File: config.mk
export PLATFORM = sky130hd
export DESIGN_NAME = ps2_key_state_tracker_core
export DESIGN_NICKNAME = d
export VERILOG_FILES = /design/src/sv/ps2ks_pkg.sv /design/src/sv/ps2ks_ram.sv /design/src/sv/ps2ks_decode.sv /design/src/sv/ps2_key_state_tracker_core.sv
export SDC_FILE = /design/constraint.sdc
export NUM_CORES = 1
export LEC_CHECK = 0
export ABC_AREA = 1
export BUFFER_PORTS_ARGS = -buffer_cell sky130_fd_sc_hd__buf_2
export CORE_MARGIN = 2
export CORE_UTILIZATION = 40
export DETAILED_ROUTE_END_ITERATION = 10
export MAX_ROUTING_LAYER = met4
export PLACE_DENSITY = 0.56
export SYNTH_ARGS = -nofsm -noshare
export SYNTH_HDL_FRONTEND = slang
export SYNTH_SLANG_ARGS = --single-unit
export TNS_END_PERCENT = 5
File: constraint.sdc
create_clock -name clk -period 25.1 [get_ports clk]
set_input_delay 2.51 -clock clk [delete_from_list [all_inputs] [get_ports clk]]
set_output_delay 2.51 -clock clk [all_outputs]
set_load 0.02 [all_outputs]
File: src/sv/ps2ks_pkg.sv
`timescale 1ns / 1ps

package ps2ks_pkg;

  localparam int KeyCount    = 256;
  localparam int IdxW        = $clog2(KeyCount);
  localparam int StatusW     = 2;
  localparam int OpcodeW     = 2;
  localparam int ByteW       = 8;

  localparam logic [ByteW-1:0]   CodeRelease  = 8'hF0;
  localparam logic [ByteW-1:0]   CodeExtended = 8'hE0;
  localparam logic [StatusW-1:0] HeldBit      = 2'b01;
  localparam logic [StatusW-1:0] PressedBit   = 2'b10;

  // request opcodes
  typedef enum logic [OpcodeW-1:0] {
    OP_BYTE  = 2'd0,
    OP_TEST  = 2'd1,
    OP_CLEAR = 2'd2
  } op_t;

  // what a decoded request does to the key table
  typedef enum logic [2:0] {
    KIND_NONE,
    KIND_PRESS,
    KIND_RELEASE,
    KIND_TEST,
    KIND_CLEAR
  } kind_t;

  typedef struct packed {
    kind_t           kind;
    logic [IdxW-1:0] idx;
  } req_t;

endpackage

File: src/sv/ps2ks_ram.sv
`timescale 1ns / 1ps

module ps2ks_ram #(
  parameter int WIDTH = 2,
  parameter int DEPTH = 256
) (
  input  logic                     clk,
  input  logic                     we,
  input  logic [$clog2(DEPTH)-1:0] waddr,
  input  logic [WIDTH-1:0]         wdata,
  input  logic                     re,
  input  logic [$clog2(DEPTH)-1:0] raddr,
  output logic [WIDTH-1:0]         rdata
);

  logic [WIDTH-1:0] mem [DEPTH];
  logic [WIDTH-1:0] rdata_r;

  always_ff @(posedge clk) begin
    if (we) begin
      mem[waddr] <= wdata;
    end
    if (re) begin
      rdata_r <= mem[raddr];
    end
  end

  assign rdata = rdata_r;

endmodule

File: src/sv/ps2ks_decode.sv
`timescale 1ns / 1ps

module ps2ks_decode
  import ps2ks_pkg::*;
(
  input  logic               clk,
  input  logic               rst_n,
  input  logic               accept,
  input  logic [OpcodeW-1:0] opcode,
  input  logic [ByteW-1:0]   data_byte,
  output req_t               req
);

  logic rel_pend_r, rel_pend_nxt;
  logic ext_pend_r, ext_pend_nxt;

  always_comb begin
    req.kind     = KIND_NONE;
    req.idx      = data_byte;
    rel_pend_nxt = rel_pend_r;
    ext_pend_nxt = ext_pend_r;
    case (opcode)
      OP_BYTE: begin
        if (data_byte == CodeRelease) begin
          rel_pend_nxt = 1'b1;
        end else if (data_byte == CodeExtended) begin
          ext_pend_nxt = 1'b1;
        end else begin
          // extended keys live in the upper half of the table
          req.idx      = ext_pend_r ? {1'b1, data_byte[6:0]} : data_byte;
          req.kind     = rel_pend_r ? KIND_RELEASE : KIND_PRESS;
          rel_pend_nxt = 1'b0;
          ext_pend_nxt = 1'b0;
        end
      end
      OP_TEST:  req.kind = KIND_TEST;
      OP_CLEAR: req.kind = KIND_CLEAR;
      default:  req.kind = KIND_NONE;
    endcase
  end

  always_ff @(posedge clk) begin
    if (!rst_n) begin
      rel_pend_r <= 1'b0;
      ext_pend_r <= 1'b0;
    end else if (accept) begin
      rel_pend_r <= rel_pend_nxt;
      ext_pend_r <= ext_pend_nxt;
    end
  end

endmodule

File: src/sv/ps2_key_state_tracker_core.sv
`timescale 1ns / 1ps

// ps2 key state tracker
// input channel (in_valid/in_ready) carries one request per item:
//   in_opcode 0 feeds a raw set-2 scancode byte, 1 tests a key and clears its
//   pressed-since-tested bit, 2 clears every key; opcode 3 does nothing
// result channel (out_valid/out_ready) returns exactly one out_key_status per
//   request, in order: bit0 held, bit1 pressed since last test, zero unless testing
// a request accepted at an edge passes through stage 1 and then the result register;
//   throughput is one request per cycle unless the receiver stalls, the key table
//   memory being read when a request enters and written back as it leaves stage 1
// reset clears the prefix flags, the per-key valid bits (so the whole table
//   reads as zero at once, no clearing pass) and both pipeline stages
// when the receiver stalls the result register holds, the stage behind it
//   holds its request, and in_ready drops until the result is taken
module ps2_key_state_tracker_core
  import ps2ks_pkg::*;
(
  input  logic               clk,
  input  logic               rst_n,
  input  logic               in_valid,
  output logic               in_ready,
  input  logic [OpcodeW-1:0] in_opcode,
  input  logic [ByteW-1:0]   in_data_byte,
  output logic               out_valid,
  input  logic               out_ready,
  output logic [StatusW-1:0] out_key_status
);

  logic   in_acc;
  req_t   dec_req;

  // stage 1: request waiting for its table read
  logic   s1_vld_r;
  req_t   s1_req_r;
  logic   s1_adv;

  // result register
  logic               out_vld_r;
  logic [StatusW-1:0] out_stat_r;

  // table: memory plus one valid bit per key, valid clear means all zero
  logic [KeyCount-1:0] key_vld_r;
  logic [StatusW-1:0]  ram_q;
  logic                wr_en;
  logic [StatusW-1:0]  wr_data;

  // write that landed on the same edge as the stage 1 read
  logic               byp_vld_r;
  logic [IdxW-1:0]    byp_idx_r;
  logic [StatusW-1:0] byp_data_r;

  logic [StatusW-1:0] old_stat;
  logic [StatusW-1:0] res_stat;

  assign s1_adv   = s1_vld_r && (!out_vld_r || out_ready);
  assign in_ready = !s1_vld_r || s1_adv;
  assign in_acc   = in_valid && in_ready;

  ps2ks_decode u_decode (
    .clk       (clk),
    .rst_n     (rst_n),
    .accept    (in_acc),
    .opcode    (in_opcode),
    .data_byte (in_data_byte),
    .req       (dec_req)
  );

  ps2ks_ram #(
    .WIDTH (StatusW),
    .DEPTH (KeyCount)
  ) u_ram (
    .clk   (clk),
    .we    (wr_en),
    .waddr (s1_req_r.idx),
    .wdata (wr_data),
    .re    (in_acc),
    .raddr (dec_req.idx),
    .rdata (ram_q)
  );

  // current status of the stage 1 key, newest write first
  always_comb begin
    if (!key_vld_r[s1_req_r.idx]) begin
      old_stat = '0;
    end else if (byp_vld_r && (byp_idx_r == s1_req_r.idx)) begin
      old_stat = byp_data_r;
    end else begin
      old_stat = ram_q;
    end
  end

  always_comb begin
    wr_en    = 1'b0;
    wr_data  = old_stat;
    res_stat = '0;
    case (s1_req_r.kind)
      KIND_PRESS: begin
        wr_en   = s1_adv;
        wr_data = HeldBit | PressedBit;
      end
      KIND_RELEASE: begin
        wr_en   = s1_adv;
        wr_data = old_stat & ~HeldBit;
      end
      KIND_TEST: begin
        wr_en    = s1_adv;
        wr_data  = old_stat & ~PressedBit;
        res_stat = old_stat;
      end
      default: begin
        wr_en = 1'b0;
      end
    endcase
  end

  always_ff @(posedge clk) begin
    if (!rst_n) begin
      s1_vld_r  <= 1'b0;
      out_vld_r <= 1'b0;
      byp_vld_r <= 1'b0;
      key_vld_r <= '0;
    end else begin
      if (in_acc) begin
        s1_vld_r  <= 1'b1;
        byp_vld_r <= wr_en;
      end else if (s1_adv) begin
        s1_vld_r <= 1'b0;
      end

      if (s1_adv) begin
        out_vld_r <= 1'b1;
      end else if (out_ready) begin
        out_vld_r <= 1'b0;
      end

      if (s1_adv && (s1_req_r.kind == KIND_CLEAR)) begin
        key_vld_r <= '0;
      end else if (wr_en) begin
        key_vld_r[s1_req_r.idx] <= 1'b1;
      end
    end
  end

  // payload registers
  always_ff @(posedge clk) begin
    if (in_acc) begin
      s1_req_r   <= dec_req;
      byp_idx_r  <= s1_req_r.idx;
      byp_data_r <= wr_data;
    end
    if (s1_adv) begin
      out_stat_r <= res_stat;
    end
  end

  assign out_valid      = out_vld_r;
  assign out_key_status = out_stat_r;

endmodule

* After elaboration in Yosys (flattened, before gate mapping)
Memories as Yosys holds them, arrays and structs flattened. A register that Yosys moved wholly into a read port is not among the register bits.
Cells that the tools add are included.
** Cells by class
- $add $sub $neg :: 0
- Multipliers :: 0
- Divide/modulo/power cells :: 0
- Magnitude comparators :: 2
- Equal/unequal tests :: 10
- Shifts and indexed selects :: 0
- Multiplexer cells :: 23
- Bitwise operators :: 3
- Reductions and logical operators :: 16
** Operator list (count)
- $or 256x256->256 :: 1
- $mux 11 :: 2
- $eq 8x8->1 const B :: 2
- $mux 8 :: 2
- $mux 1 :: 12
- $lt 8x9->1 const B :: 1
- $pmux 3 s3 :: 1
- $bmux 1 s8 :: 1
- $demux 1 s8 :: 1
- $eq 8x8->1 :: 1
- $ge 8x1->1 const B :: 1
- $eq 3x2->1 const B :: 2
- $mux 2 :: 3
- $pmux 2 s3 :: 1
- $reduce_and 3->1 :: 2
- $logic_and 1x1->1 :: 5
- $reduce_bool 2->1 :: 2
- $eq 3x1->1 const B :: 1
- $eq 3x3->1 const B :: 1
- $reduce_or 3->1 :: 1
- $eq 2x1->1 const B :: 1
- $eq 2x2->1 const B :: 1
- $logic_not 1->1 :: 2
- $logic_not 2->1 :: 1
- other kinds (4) :: 6
** Storage, ports and cells
- Bits in registers :: 284
- Bits in latches :: 0
- Memory bits (writable) :: 512
- ROM bits :: 0
- Bits of input ports :: 14
- Output and inout bits :: 4
- Memories kept :: 1
** Memory list
- u_ram.mem :: depth 256, bits a word 2, rd ports 1, clocked after Yosys merged registers in 1, write ports 1, line ps2ks_ram.sv:16 : logic [WIDTH-1:0] mem [DEPTH];

* Longest topological paths before layout
Gate-level depths: netlist (run 1).
- Depth after elaboration :: 6
- Depth in mapped cells :: 18
- Gate-level depth less buffers :: 15

* Modules after synthesis
A second synthesis (run 1) with hierarchy kept.
** Second synthesis, totals
- Cell total of the unflattened synthesis :: 3777
- Area total of the unflattened synthesis :: 34302.9 um2
** By module, submodules not included
- ps2ks_ram :: times used 1, cells each 2055, area each 22146.2 um2, sequential area each 15434.8 um2
- ps2_key_state_tracker_core :: times used 1, cells each 1680, area each 11897.7 um2, sequential area each 5875.6 um2
- ps2ks_decode :: times used 1, cells each 42, area each 259.0 um2, sequential area each 40.0 um2

* Worst setup path before layout (run 1)
No wires, ideal clock.
- Kind :: reg-to-reg
- Start :: register s1_req_r[0] (netlist bit)
- End :: register byp_data_r[0], data pin
- Arrival time :: 8.424 ns
- Required time :: 23.519 ns
- Setup slack :: 15.095 ns
- Cell stages (with the launch flop) :: 12
- Buffers on the path :: 3
- Clock period less this slack :: 10.005 ns
- Cells stage by stage :: edfxtp_1 > buf_4 > inv_4 > buf_6 > buf_6 > or2_1 > o211ai_1 > nor4_2 > nand3_1 > nand2_1 > nand2_1 > a21oi_1
** Between the ends
- Cells in the longest elaborated chain, start to end :: 5
** Ends and longest elaborated chain
- from (decl) :: line ps2_key_state_tracker_core.sv:35 : req_t s1_req_r;
- from (signal assigned) :: line ps2_key_state_tracker_core.sv:148 : s1_req_r <= dec_req;
- branches (longest 3 deep; another with $bmux 1 s8)
- $mux 2 (*) :: line ps2_key_state_tracker_core.sv:84 : if (!key_vld_r[s1_req_r.idx]) begin
- $pmux 2 s3 (*) :: line ps2_key_state_tracker_core.sv:97 : case (s1_req_r.kind)
- net u_ram.wdata[0] :: line ps2ks_ram.sv:10 : input logic [WIDTH-1:0] wdata,
- to (signal assigned) :: line ps2_key_state_tracker_core.sv:150 : byp_data_r <= wr_data;
- to (decl) :: line ps2_key_state_tracker_core.sv:51 : logic [StatusW-1:0] byp_data_r;
Mark *: on every way through the listed nets, which the timed path passes. The select of a mux whose other input is x is not followed.
A chain may end at the register's enable or synchronous reset.

* Final worst setup path (run 1)
- Start :: register s1_req_r[0] (netlist bit)
- End :: memory u_ram.mem[32][1], data pin
** Between the ends
- Cells in the longest elaborated chain, start to end :: 5
** Ends and longest elaborated chain (line)
- branches (longest 3 deep; another with $bmux 1 s8)
- $mux 2 (*) :: ps2_key_state_tracker_core.sv:84
- $pmux 2 s3 (*) :: ps2_key_state_tracker_core.sv:97
- net u_ram.wdata[1] :: ps2ks_ram.sv:10
- to (decl) :: ps2ks_ram.sv:16
Marked as above.

==> metrics.txt, run 1 <==
chip height 289.8 µm; H-tree depth reported by CTS 3; TritonCTS sink count 798; final cell count without fillers 4485; final weighted congestion in routability-driven placement 0.8564; number of max-slew violations in the final report 0; number of DRC markers after the initial detailed-route iteration 2324; area occupied by multi-input gates 10050 µm²; Overall Power 2.842 mW; Fin Setup TNS 0 ns; area growth from synthesis to layout 10.95%; achievable frequency 168.4 MHz; Setup violations, final 0; period utilization 23.66%; Req. time, crit path 25.39 ns; unrepaired setup endpoints after global routing no; fraction of met1 tracks used by global routing 34.16%; Die X 289.8 µm; Worst Hold Launch u_decode.ext_pend_r; clk_lat worst skew 0.64 ns; ratio of total power to cell area 78.40 nW/µm²; IO Count 18; total core area 80680 µm²; Tightest Hold Check Type reg -> reg; post-CTS setup buffer count 0; Post-CTS Hold Fix Bufs 0; EDFF count, synth 537; Avg Cell Area, Syn 9.519 µm²; start-to-end type of the worst setup path reg -> reg; Synth warnings 0; 1st-pass router iterations 5; DP Wirelength 56.38 mm; part of the Yosys area used for sequential elements 65.35%; starting density of the core 40.49%; count of nets after finishing 3372; number of diodes 0; aggregate routed wire length 100.7 mm; Final Hold Vio Count 0; post-route ant nets 0; wire length of the first global-routing pass 147.3 mm; element type at the critical path end flip-flop; maximum number of pins on one net before global-route repair 169; grt met2 use 37.27%; smallest setup slack after layout 19.16 ns; worst r2r src s1_req_r[0]; leakage power total 12.54 nW; share of post-route cells with drive strength above 1 5.635%; global routing's busiest layer met2; gate count of the mapped netlist 3432; FP Rows 104; antenna violations before repair 0; most frequent standard cell in the layout excluding fill and tap cells nor2_1; measured slew at the worst slew-check pin 1.251 ns; Post-Place Worst Slack 19.07 ns; DRC viols 0; max-cap violation count 0; number of clock buffers inserted by TritonCTS 84; CTS tree built; WL per Instance 22.45 µm; via density per instance 5.436; number of gates resized after cts 0; post-synthesis cell type count 32; total congestion overflow 0; worst rel slew slack 16.52%; clock-pin slew reported for the worst setup and hold paths after clock tree synthesis 0.06 ns; total placed instance area 33420 µm²; most frequent cells in the layout nor2_1, nand2_1, edfxtp_1; I/O Buffers 17; buffer depth of the longest clock path 3; Setup crit start s1_req_r[0]; post-route cell area 36250 µm²; maximum VDD drop 0.05062 mV; post-layout min period 5.938 ns; placed cell count 4332; sequential cell area in the final layout 21350 µm²; die area 83980 µm²; Syn Std Cell Area 32670 µm²; GRT Util Overall 24.60%; fraction of met3 tracks used by global routing 3.454%; share of async-settable or async-resettable flops after synthesis 0%; CP Max Fanout 114; status completed; register bit total from synthesis 798; via total after detailed routing 24380; number of filler instances in the final layout 7818; clk root buf clkbuf_16; via count of the first global-routing pass 22650; Most used DFF post-synth edfxtp_1; worst slack on hold paths 0.4643 ns; number of nets in the synthesized netlist 3446; worst path arrival time 6.22 ns; Finished Core Util 44.93%; CP startpoint kind flip-flop; Final Skew 0.02867 ns
==> worst paths after layout <==
| check | depth (start not counted) | slack (ns) | endpoint |
|---|---|---|---|
| hold / removal | 2 | 0.46 | u_decode.ext_pend_r |
| setup / recovery | 18 | 19.16 | u_ram.mem[32][1] |
| setup reg to reg | 18 | 19.16 | u_ram.mem[32][1] |
| hold reg to reg | 2 | 0.46 | u_decode.ext_pend_r |
==> cells by family (layout without fill, tap and decap cells) <==
family	count (synthesis)	count (layout)	synth area share [%]
xor gates and xnor gates	3	3	0.08044
and+or+nand+nor	1869	1869	22.03
buffers and inverters	295	288	3.987
DFF	798	798	65.35
AOI/OAI and AO/OA	467	467	8.545
==> where the power goes <==
part / leakage [nW] / switching, mW / internal [mW]
Clock: 1.37 / 0.519 / 0.761
Combinational: 4.40 / 0.124 / 0.0255
Sequential: 6.77 / 0.00293 / 1.41
Total: 12.5 / 0.646 / 2.20
==> final cells by class <==
type	count	area share, %
sequential	798	58.90
timing repair buffer	49	0.9700
clock inverter	27	0.8768
tap	1060	3.659
multi-input combinational	2339	27.73
inverter	86	0.9458
clock buffer	126	6.918
==> registers in the layout, summed over array words and instances, names as in the netlist <==
signal	count
s1_req_r	11
s1_vld_r	1
u_decode.rel_pend_r	1
u_ram.mem	512
key_vld_r	256
byp_vld_r	1
out_valid	1
byp_data_r	2
out_key_status	2
u_decode.ext_pend_r	1
u_ram.rdata	2
byp_idx_r	8
==> worst max-delay path, stage by stage, from the launching register on <==
cell and delay, ns:
edfxtp_1 0.41, buf_12 0.33, inv_4 0.78, buf_4 0.76
nand2_1 0.10, nand2_1 0.09, nand2_1 0.05, nand2_1 0.08
nand2_1 0.07, nand2_1 0.24, o21ai_1 0.10, nand2_1 0.16
nor2_1 0.06, nor2_1 0.24, nor2_1 0.08, nand2_1 0.16
nand3_1 0.14, nand2_4 0.57, buf_4 0.83
==> Yosys cell counts (2+ instances only) <==
cell / n / area share [%]
dfxtp_1: 261 / 16
and3_1: 2 / 0.038
nor2_1: 1106 / 13
o21ai_0: 262 / 4.0
inv_2: 8 / 0.092
nor3_1: 3 / 0.046
a21oi_1: 21 / 0.32
buf_1: 7 / 0.080
nand3_1: 113 / 1.7
xor2_1: 2 / 0.054
o22ai_1: 32 / 0.61
o21ai_1: 30 / 0.46
buf_2: 82 / 1.3
clkbuf_1: 105 / 1.2
buf_4: 6 / 0.14
edfxtp_1: 537 / 49
o221ai_1: 87 / 2.3
buf_6: 9 / 0.31
clkinv_1: 5 / 0.057
nand2_1: 637 / 7.3
nor2_2: 4 / 0.077
inv_1: 72 / 0.83
o211ai_1: 31 / 0.71
nor4_2: 2 / 0.077
==> layer usage <==
layer / wire length (µm) / vias to the layer above
met4: 3100 / 0
met3: 7521 / 204
met2: 45510 / 943
met1: 44560 / 11860
li1: - / 11370
met5: 0 / -
(Power assumes the default switching activity.)
==> inputs of run 2 (changes only) <==
ABC_AREA = 0   (was 1)
PLACE_DENSITY = 0.59   (was 0.56)
clock period = 5.1 ns   (was 25.1 ns; I/O delays follow)
==> metrics.txt, run 2 <==
slowest stage delay, CP 0.70 ns; CP Max Fanout 63; H-tree depth reported by CTS 3; post-route ant nets 0; via total after detailed routing 17210; Fin Setup TNS 0 ns; IO Count 18; worst path arrival time 4.51 ns; Post-CTS Hold Fix Bufs 0; ratio of total power to cell area 404.0 nW/µm²; element type at the critical path end flip-flop; start-to-end type of the worst setup path reg -> reg; clk_lat worst skew 0.63 ns; total core area 77470 µm²; register bit total from synthesis 798; buffer depth of the longest clock path 3; CP startpoint kind flip-flop; leakage power total 11.49 nW; status completed; I/O Buffers 17; registers with the highest flip-flop counts u_ram.mem (512), key_vld_r (256), s1_req_r (11); Final Hold Vio Count 0; total routed wire length on the met1 layer 34.94 mm; top-count cell post-synth edfxtp_1; maximum number of pins on one net before global-route repair 256; TritonCTS sink count 798; flop2flop setup slack 0.93 ns; antenna violations before repair 3; starting density of the core 40.37%; number of nets in the synthesized netlist 1898; die area 80440 µm²; cell depth of the worst hold path 1; FP Rows 102; sum of met2 wire segment lengths after detailed routing 36.69 mm; EDFF count, synth 537; Tightest Hold Check Type in -> reg; Largest delay share family, worst path buffers and inverters; share of async-settable or async-resettable flops after synthesis 0%; Worst Hold Launch in_data_byte[6]; share of post-route cells with drive strength above 1 21.98%; register containing the most flip-flops in the final layout u_ram.mem; DP Wirelength 50.66 mm; clock-pin slew reported for the worst setup and hold paths after clock tree synthesis 0.07 ns; Overall Power 14.41 mW; Req. time, crit path 5.44 ns; number of clock buffers inserted by TritonCTS 83; number of filler instances in the final layout 6638; via density per instance 5.724; worst rel slew slack 21.62%; chip height 283.6 µm; total congestion overflow 0; Finished Core Util 46.04%; worst r2r src s1_req_r[0]; Final Skew 0.02536 ns; most frequent standard cell in the layout excluding fill and tap cells edfxtp_1; post-layout min period 4.170 ns; smallest setup slack after layout 0.9299 ns; achievable frequency 239.8 MHz; Avg Cell Area, Syn 16.60 µm²; number of gates resized after cts 0; unrepaired setup endpoints after global routing no; Syn Std Cell Area 31280 µm²; Die X 283.6 µm; sequential cell area in the final layout 21350 µm²; gate count of the mapped netlist 1884; GRT Util Overall 20.44%; Largest register FFs 512; hold endpoint s1_req_r[6]; number of max-slew violations in the final report 0; top cell type by total area after synthesis edfxtp_1; aggregate routed wire length 79.53 mm; 1st-pass router iterations 5; max-cap violation count 0; CTS tree built; maximum VDD drop 0.2219 mV; Slowest-stage cell, CP edfxtp_1; via count of the first global-routing pass 17330; final weighted congestion in routability-driven placement 0.8460; synth cell count leaders edfxtp_1, dfxtp_1, o21a_1, nor2_1, mux4_2; DRC viols 0; WL per Instance 26.46 µm; buffers plus inverters on the worst setup path 4; Synth warnings 0; part of the Yosys area used for sequential elements 68.26%; Setup violations, final 0; number of DRC markers after the initial detailed-route iteration 1697; count of nets after finishing 1910; Most used DFF post-synth edfxtp_1; area growth from synthesis to layout 14.03%; period utilization 81.77%; r2r worst-path depth 11; post-CTS setup buffer count 0; share of the synthesized area in the top cell type 51.56%; wire length of the first global-routing pass 117.8 mm; Top cell by count, worst path buf_12; area occupied by multi-input gates 9400 µm²; post-synthesis cell type count 45; cell-by-cell trace of the critical path buf_12 -> buf_4 -> mux4_2 -> mux2_2 -> o22ai_1 -> nor4_1 -> a2111oi_0 -> or2_4 -> o31ai_4 -> buf_12 -> buf_12; worst slack on hold paths 0.1796 ns; uppermost metal layer occupied by signal nets met4; capture instance of the worst register-to-register path u_ram.mem[106][1]; met3 layer wire length in the routed design 5.441 mm; measured slew at the worst slew-check pin 1.176 ns; clk root buf clkbuf_16; Post-Place Worst Slack 0.9493 ns; most frequent cells in the layout edfxtp_1, dfxtp_1, o21a_1; cell types occupying the most area after synthesis edfxtp_1, dfxtp_1, mux4_2
==> run 2: cell types whose count changed after synthesis, sizes merged, moves of 17 or more <==
cell    before  now
nand3      113   22
mux4         0  224
o21ai      292    2
nor2      1110  247
o22ai       32    3
o221ai      87    1
inv         81    6
nor2b        0   17
nand2      637   29
mux2i        0   36
nor3         3   36
o211ai      31    1
o21a         0  256
buf        104   35
==> run 2: per-stage QoR <==
| stage | cell area (µm²) | std cells |
|---|---|---|
| after global routing | 35670 | 3006 |
| after global placement | 32660 | 2851 |
| final | 35670 | 3006 |
| after CTS | 35660 | 3005 |
| after floorplan | 31360 | 1884 |
| after detailed placement | 32660 | 2851 |
==> run 2: logic make-up (layout without fill, tap and decap cells) <==
group / Yosys count / in the layout / share of synthesized area (%)
DFF: 798 / 798 / 68.26
and+or+nand+nor: 373 / 373 / 5.033
AOI/OAI and AO/OA: 304 / 304 / 7.261
muxes: 262 / 262 / 17.35
buffers and inverters: 139 / 220 / 1.864
xor gates and xnor gates: 8 / 8 / 0.2240
other: 0 / 1 / 0
==> run 2: cell type report <==
type,count,share of cell area [%]
Timing Repair Buffer,60,1.642
Antenna cell,1,0.007016
Clock buffer,110,6.606
Inverter,6,0.06315
Clock inverter,44,1.814
Sequential cell,798,59.86
Tap cell,1040,3.648
Multi-Input combinational cell,947,26.36
==> run 2: how the worst max path moves through the flow <==
stage                startpoint                 to  slack, ns  cells after the start
floorplan           s1_req_r[0]      byp_data_r[1]      -1.29                     10
finish              s1_req_r[0]  u_ram.mem[106][1]       0.93                     11
global placement    s1_req_r[0]  u_ram.mem[104][1]        1.0                     11
CTS                 s1_req_r[0]  u_ram.mem[104][1]       0.93                     11
detailed placement  s1_req_r[0]  u_ram.mem[108][1]       0.95                     11
global route        s1_req_r[0]  u_ram.mem[103][1]       0.68                     11
==> run 2: routing by layer <==
layer | vias up | GRT usage (%)
met2 | 655 | 30.68
li1 | 7391 | -
met5 | - | -
met3 | 145 | 3.031
met4 | 0 | 6.878
met1 | 9014 | 28.68
==> run 2: power breakdown <==
part	switching [mW]	internal, mW	leakage, nW
sequential	0.0204	7.02	7.00
clock	2.49	4.11	1.48
combinational	0.502	0.260	3.01
total	3.01	11.4	11.5
==> inputs of run 3 (changes only) <==
clock period = 3.6 ns   (was 5.1 ns; I/O delays follow)
==> metrics.txt, run 3 (synthesis results as in run 2) <==
worst rel slew slack 25.29%; post-layout min period 3.576 ns; total net switching power 4.307 mW; measured slew at the worst slew-check pin 1.119 ns; register containing the most flip-flops in the final layout u_ram.mem; Worst Hold Launch in_opcode[1]; IO Count 18; DP Wirelength 53.76 mm; clk root buf clkbuf_16; status completed; H-tree depth reported by CTS 3; maximum VDD drop 0.3291 mV; total placed instance area 33380 µm²; maximum number of pins on one net before global-route repair 137; most frequent cells in the layout edfxtp_1, dfxtp_1, o21a_1; final weighted congestion in routability-driven placement 0.8577; post-route ant nets 0; clock-pin slew reported for the worst setup and hold paths after clock tree synthesis 0.06 ns; worst path arrival time 3.93 ns; post-route cell area 36160 µm²; sequential power share 50.8%; CP Max Fanout 34; via count of the first global-routing pass 17740; TritonCTS sink count 798; WL per Instance 26.34 µm; Setup crit start s1_req_r[2]; total congestion overflow 0; Largest register FFs 512; starting density of the core 40.37%; slowest stage delay, CP 0.51 ns; ratio of total power to cell area 542.2 nW/µm²; number of max-slew violations in the final report 0; Setup violations, final 0; share of power burned in combinational logic 6.3%; worst r2r src s1_req_r[2]; share of total power consumed by net switching 21.97%; count of nets after finishing 1978; Slowest-stage cell, CP nor2b_1; achievable frequency 279.7 MHz; aggregate routed wire length 80.99 mm; via total after detailed routing 17380; Finished Core Util 46.68%; DRC viols 0; wire length of the first global-routing pass 119.8 mm; Final Skew 0.02918 ns; Overall Power 19.60 mW; most frequent standard cell in the layout excluding fill and tap cells edfxtp_1; clk_lat worst skew 0.64 ns; 1st-pass router iterations 5; die area 80440 µm²; CP startpoint kind flip-flop; start-to-end type of the worst setup path reg -> reg; via density per instance 5.653; FP Rows 102; number of DRC markers after the initial detailed-route iteration 1734; Tightest Hold Check Type in -> reg; max-cap violation count 0; total core area 77470 µm²; cell-by-cell trace of the critical path buf_12 -> nor2b_1 -> buf_4 -> a221oi_1 -> o21ai_0 -> o2111ai_1 -> a2111oi_1 -> buf_4 -> or2_4 -> o31ai_4 -> buf_12 -> buf_4; chip height 283.6 µm; share of post-route cells with drive strength above 1 24.04%; Die X 283.6 µm; GRT Util Overall 20.97%; antenna violations before repair 1; Top cell by count, worst path buf_4; number of clock buffers inserted by TritonCTS 83; period utilization 99.32%; Req. time, crit path 3.95 ns; area growth from synthesis to layout 15.62%; part of the total power dissipated in the clock network 42.9%; Final Hold Vio Count 0; Internal 15.30 mW; registers with the highest flip-flop counts u_ram.mem (512), key_vld_r (256), s1_req_r (11); element type at the critical path end flip-flop; buffer depth of the longest clock path 3; leakage power total 11.74 nW; I/O Buffers 17; CTS tree built
[run 3: cell count changes in the layout (fill, tap and decap cells not counted), sizes merged]
cell	change
buf	+65
clkinv	+3
dlygate4sd3	+2
inv	+1
clkbuf	+5
bufinv	-13
bufbuf	+1
clkinvlp	+5
[run 3: cell type report]
class / instances / area (µm²)
antenna: 1 / 2.502
sequential: 798 / 21350
timing repair buffer: 128 / 1389
multi-input combinational: 947 / 9402
fill: 6651 / 41310
clock buffer: 115 / 2351
tap: 1040 / 1301
inverter: 6 / 22.52
clock inverter: 40 / 342.8
[run 3: power by group through the flow]
stage | Sequential (mW) | Clock, mW | Combinational, mW
after floorplan | 10.2 | 0 | 0.667
after global placement | 10.2 | 0 | 1.20
after detailed placement | 10.2 | 0 | 1.23
after CTS | 9.97 | 8.58 | 1.24
after global routing | 9.96 | 8.95 | 1.31
final | 9.97 | 8.41 | 1.23
[run 3: path summary, 6_finish.rpt]
kind | end | slack, ns | depth (start not counted)
setup / recovery | u_ram.mem[69][1] | 0.02 | 12
hold reg to reg | key_vld_r[110] | 0.46 | 1
setup reg to reg | u_ram.mem[69][1] | 0.02 | 12
hold / removal | s1_req_r[8] | 0.05 | 2
[run 3: what timing repair did]
action	in CTS	in global routing
gates resized for setup	2	2
hold endpoints to repair	2	0
pin swaps	0	0
cloned	1	0
buffers inserted	2	0
endpoints found under the setup margin	175	491
hold buffers	2	0
[run 3: metal layers]
layer  routed length (µm)  global-route usage, %
met5                    0                      -
met1                34020                  28.10
met3                 6213                  4.051
met2                38360                  32.24
met4                 2397                  7.077
[run 3: worst max-delay path: cells and delay by family (launching register included)]
family	cells	cell delay [ns]
flops	1	0.39
compound gates	5	1.10
simple gates	2	0.63
buf+inv	5	1.11
[run 3: stage by stage]
stage / setup WS [ns] / instances / TNS, ns / hold WS, ns
after detailed placement: -0.009256 / 2914 / -0.1340 / 0.4476
after global routing: -0.04790 / 3074 / -5.824 / 0.04274
after floorplan: -2.791 / 1884 / -1353.35 / 0.4206
after CTS: 0.06459 / 3074 / 0 / 0.003946
final: 0.02436 / 3075 / 0 / 0.04586
after global placement: -0.08645 / 2914 / -30.85 / 0.4416
